**src/rtl/sast_ram.sv**
```systemverilog
// ----------------------------------------------------------------------------
// sast_ram - generic single-port RAM
// One read or write per cycle, read data registered, no reset on contents.
// ----------------------------------------------------------------------------
module sast_ram #(
	parameter int WIDTH = 8,
	parameter int DEPTH = 256
) (
	input  logic                     clk,
	input  logic                     we,
	input  logic [$clog2(DEPTH)-1:0] addr,
	input  logic [WIDTH-1:0]         wdata,
	output logic [WIDTH-1:0]         rdata
);

	logic [WIDTH-1:0] mem [DEPTH];
	logic [WIDTH-1:0] rdata_q;

	always_ff @(posedge clk) begin
		if (we) begin
			mem[addr] <= wdata;
		end
		rdata_q <= mem[addr];
	end

	assign rdata = rdata_q;

endmodule

```
**config.mk**
```make
export PLATFORM = sky130hd
export DESIGN_NAME = sast_ram
export DESIGN_NICKNAME = d
export VERILOG_FILES = /design/src/rtl/sast_ram.sv
export SDC_FILE = /design/constraint.sdc
export NUM_CORES = 2
export LEC_CHECK = 0
export BUFFER_PORTS_ARGS = -buffer_cell sky130_fd_sc_hd__buf_4
export CAP_MARGIN = 10
export CORE_MARGIN = 2
export CORE_UTILIZATION = 35
export DETAILED_ROUTE_END_ITERATION = 16
export PLACE_DENSITY = 0.49
export SYNTH_ARGS = -nofsm -noshare
export SYNTH_HDL_FRONTEND = slang
export SYNTH_SLANG_ARGS = --single-unit
```
**constraint.sdc**
```tcl
create_clock -name clk -period 7.3 [get_ports clk]
set_input_delay 0.365 -clock clk [delete_from_list [all_inputs] [get_ports clk]]
set_output_delay 0.365 -clock clk [all_outputs]
set_load 0.02 [all_outputs]
```
=== After elaboration in Yosys (flattened, before gate mapping) ===
Memory sizes are Yosys's and may differ from the RTL's. A register that Yosys moved wholly into a read port is not among the register bits.
Index checks and enable logic that the tools add are counted.

* Flip-flop bits (word level): 0
* Logic and storage cells: 3
* Output and inout bits: 8
* Bits of input ports: 18
* RAM bits: 2048
* Memories kept: 1

* Muxes and demuxes: 2

{| class="wikitable"
|+ Memory list
! memory !! depth !! width !! read ports !! clocked after Yosys merged registers in !! wr ports !! line !! text
|-
| mem || 256 || 8 || 1 || 1 || 1 || 16 || <nowiki>logic [WIDTH-1:0] mem [DEPTH];</nowiki>
|}

{| class="wikitable"
|+ Operators with widths
! cell !! count
|-
| two-way mux 1 bit || 2
|}

=== Depth between registers and ports, before layout ===
* Depth in word-level cells: 2
* Mapped depth: 10
* Gate-level depth less buffers: 5

=== Worst setup path before layout ===
No wires, ideal clock.

* Path kind: in2reg
* Start point: input addr[1]
* End point: memory mem[111][0] (enable)
* Setup slack: 4.716 ns
* Arrival time: 2.214 ns
* Stages on the path: 9
* Path through: buf_2 -> clkbuf_1 -> clkbuf_1 -> nand2_1 -> buf_2 -> nor2_1 -> nand2_1 -> clkbuf_1 -> nor2_1

{| class="wikitable"
|+ RTL lines
! what !! line !! text
|-
| from (decl) || 11 || <nowiki>input logic [$clog2(DEPTH)-1:0] addr,</nowiki>
|-
| to (decl) || 16 ||
|}

No word-level cell before the write port.

==> results.md <==
- The flow ran to the end, and the final reports show no timing, DRC or antenna violations.
- The number of DRC violations after detailed routing is 0.
- The post-synth design cell area is 78500 sq um.
- The post-CTS resize count is 0.
- The measured slew at the worst slew-check pin is 1.30 ns.
- The total leakage power is 26.7 nW.
- The max-cap check violation count is 0.
- The count of buffers added on input and output ports is 25.
- The global-route wire length before repair is 292000 um.
- On the critical path the largest part of the delay comes from buffers and inverters.
- The routed via count is 36900.
- The number of global-route vias before repair came to 37900.
- In the final routed layout, each cell accounts on average for 30.4 um.
- The aggregate global routing overflow is 0.
- The data required time at the worst endpoint is 8.02 ns.
- STA puts the critical path data arrival time at 4.45 ns.
- The number of warning messages in the yosys log is 0.
- The width of the die is 478 um.
- The count of clock tree sinks is 2056.
- The final count of negative-setup-slack endpoints is 0.
- The maximum clock path buffer count is 3.
- On the final layout, the worst clock skew is 0.0448 ns.
- Counting both buffers and inverters, the worst setup path holds a total of 4.
- The maximum operating frequency is 268 MHz.
- Power comes to 24.7 mW.
- The count of state elements after synthesis is 2056.
- In this run, synthesis inferred 2048 flip-flops with an integrated enable.
- The count of routing violations after the opening detailed-route iteration is 3841.
- The clock latency on the worst-skew pair is 0.87 ns.
- In this run the standard cell core region covers 223000 sq um.
- Dividing the synthesized area by the synthesized cell count gives 22.1 sq um.
- The end-of-flow core utilization is 40.1%.
- The number of top-level design ports is 26.
- The final worst hold slack is 0.0288 ns.
- Setup repair after global routing left no endpoint under its margin.
- The number of nets produced by synthesis is 3565.
- Headroom to the max-slew limit came out at 12.4%.
- The synthesized netlist contains 22 unique library cells.
- In this run the worst hold path is classified as input pin to flip-flop.
- The final weighted congestion of routability-driven global placement is 0.778.
- The final layout contains 3686 nets.
- The slowest stage of the critical path is the sky130_fd_sc_hd__buf_4 cell.
- The initial antenna violation count came to 9.
- The time the final worst path needs with I/O delays and setup is 3.74 ns.
- Summing the sequential cell areas from Yosys gives 78.6% of the chip area.
- The pin count of the biggest net entering global routing is 153.
- The site row count is 173.
- The area growth from synthesis to final layout is 13.8%.
- In this run the biggest area consumer among cell types represents 78.3% of the synthesized area.
- TritonCTS built the clock tree.
- In this run the worst path has a maximum fanout of 42.
- The peak supply drop is 0.224 mV.
- Cells with a size suffix above 1 make up 25.3% of the layout.
- The detail route stage leaves a number of antenna-violating nets equal to 0.
- The final setup TNS is 0 ns.
- The setup slack of the critical path after layout is 3.56 ns.
- The first TritonRoute pass finished after 7 iterations.
- In this run, CTS created clock tree buffers numbering 211.
- The number of max-slew violations in the final report was 0.
- The proportion of synthesized flip-flops having asynchronous set or reset is 0%.
- The final hold violation count is 0.
- The worst slack at placement is 2.56 ns.
- Synthesis handed over a netlist of 3547 instances.
- The stage delay of the slowest cell on the critical path is 0.76 ns.
- The finished layout holds 6819 standard cells, fillers aside.
- The clock tree root driver cell is sky130_fd_sc_hd__clkbuf_16.
- By area the synthesized netlist is led by sky130_fd_sc_hd__edfxtp_1 78%, sky130_fd_sc_hd__mux4_2 15%, sky130_fd_sc_hd__a22oi_1 2.4%.
- The worst setup path is captured at a flip-flop.
- The clock-pin slew on the worst setup and hold paths is 0.06 ns.
- The number of H-tree branching levels is 4.
- The number of placed instances, taps included, is 6427.
- For this block, the routed nets add up to 207000 um of wire.
- In this run the vertical extent of the chip is 478 um.
- The area enclosed by the die boundary is 228000 sq um.
- Summing all non-filler instances in the final layout gives an area of 89300 sq um.
- In the synthesized netlist the dominant register cell turns out to be sky130_fd_sc_hd__edfxtp_1.
- The sum of net half-perimeters after detailed placement is 120000 um.
- The final clock period utilization by the worst path is 51.2%.
- The number of vias per cell is 5.42.
- STA classifies the critical path startpoint as an input pin.
- Of all cell types, the one taking the most synthesized area is sky130_fd_sc_hd__edfxtp_1.
- Global routing consumed, over all layers together, 18.0% of the routing resources.
- The initial standard-cell utilization of the core is 35.3%.
- Once placement finished, the instance area stood at 82500 sq um.
- Dividing total power by cell area gives a power density of 277 nW/um^2.
- The most frequent cell on the critical path is sky130_fd_sc_hd__buf_4.
- The critical path goes through buf_8 > buf_4 > buf_4 > mux4_2 > a22oi_1 > a21oi_1 > o41ai_1 > buf_4 > nand4_1.
- The worst setup path is of the input pin to flip-flop kind.
## flip-flops by register name, summed over array words and instances, names as in the netlist
signal / count
mem: 2048
rdata: 8
## cell families after synthesis
family | count (synthesis) | synth area share [%]
flip-flops | 2056 | 78.6
multiplexers | 512 | 14.7
AO/OA/AOI/OAI | 416 | 3.62
AND/OR/NAND/NOR | 330 | 1.73
buffers and inverters | 233 | 1.40
## what timing repair did
item | CTS | global route
hold buffers | 3 | 0
buffers inserted | 0 | 0
hold endpoints to repair | 117 | 0
## cells in the mapped netlist (2+ instances only)
master and count:
sky130_fd_sc_hd__nand2_1 28, sky130_fd_sc_hd__clkbuf_1 145, sky130_fd_sc_hd__a22oi_1 256, sky130_fd_sc_hd__edfxtp_1 2048
sky130_fd_sc_hd__nor3_1 30, sky130_fd_sc_hd__buf_1 19, sky130_fd_sc_hd__nand3_1 13, sky130_fd_sc_hd__buf_4 16
sky130_fd_sc_hd__mux4_2 512, sky130_fd_sc_hd__buf_6 16, sky130_fd_sc_hd__and2_1 3, sky130_fd_sc_hd__dfxtp_1 8
sky130_fd_sc_hd__o41ai_1 32, sky130_fd_sc_hd__nand4_1 8, sky130_fd_sc_hd__a21oi_1 128, sky130_fd_sc_hd__or2_2 2
sky130_fd_sc_hd__buf_2 36, sky130_fd_sc_hd__nand2b_1 6, sky130_fd_sc_hd__nor2b_1 7, sky130_fd_sc_hd__nor2_1 232
## layer usage
layer	track usage, %	part of all wire (%)	wire length (um)
met1	25.2	44	90200
met2	28.2	47	98000
met3	3.55	6.1	12600
met4	5.61	2.9	6040
met5	0	0.042	87
## report_power, final
group,total (mW),internal [mW],switching [mW]
clock,10.6,5.96,4.63
combinational,1.11,0.367,0.745
sequential,13.0,13.0,0.0174
## worst paths after layout
kind | slack (ns) | endpoint | depth (start not counted) | startpoint
setup / recovery | 3.56 | rdata[4] | 9 | addr[0]
hold / removal | 0.03 | mem[156][5] | 1 | wdata[5]
setup reg to reg | 4.28 | rdata[5] | 5 | mem[59][5]
hold reg to reg | 0.93 | rdata[7] | 5 | mem[211][7]
## cell usage in the layout (no fill, tap or decap), types with 5 or more instances in the layout
cell type / netlist / routed
sky130_fd_sc_hd__a21oi_1: 128 / 128
sky130_fd_sc_hd__a22oi_1: 256 / 256
sky130_fd_sc_hd__buf_12: 0 / 9
sky130_fd_sc_hd__buf_4: 16 / 115
sky130_fd_sc_hd__buf_8: 0 / 10
sky130_fd_sc_hd__bufinv_16: 0 / 16
sky130_fd_sc_hd__clkbuf_1: 145 / 48
sky130_fd_sc_hd__clkbuf_16: 0 / 212
sky130_fd_sc_hd__clkinv_1: 0 / 51
sky130_fd_sc_hd__clkinv_16: 0 / 5
sky130_fd_sc_hd__clkinv_2: 0 / 32
sky130_fd_sc_hd__clkinvlp_4: 0 / 7
sky130_fd_sc_hd__dfxtp_1: 8 / 8
sky130_fd_sc_hd__edfxtp_1: 2048 / 2048
sky130_fd_sc_hd__inv_16: 0 / 7
sky130_fd_sc_hd__mux4_2: 512 / 512
sky130_fd_sc_hd__nand2_1: 28 / 24
sky130_fd_sc_hd__nand3_1: 13 / 5
sky130_fd_sc_hd__nand3_2: 0 / 8
sky130_fd_sc_hd__nand4_1: 8 / 8
sky130_fd_sc_hd__nor2_1: 232 / 231
sky130_fd_sc_hd__nor3_1: 30 / 24
sky130_fd_sc_hd__nor3_2: 0 / 6
sky130_fd_sc_hd__o41ai_1: 32 / 25
sky130_fd_sc_hd__o41ai_2: 0 / 7
## area by class of cell
cell class              instances  area, sq um
diodes                          2         5.00
well taps                    2975         3720
repair buffers                140         1240
inverters                       1         3.75
clock buffers                 263         5530
fillers                     19800       133000
clock inverters               124         1230
flip-flops and latches       2056        61700
multi-input cells            1258        15900
No activity file was read; power rests on OpenSTA's default activity.
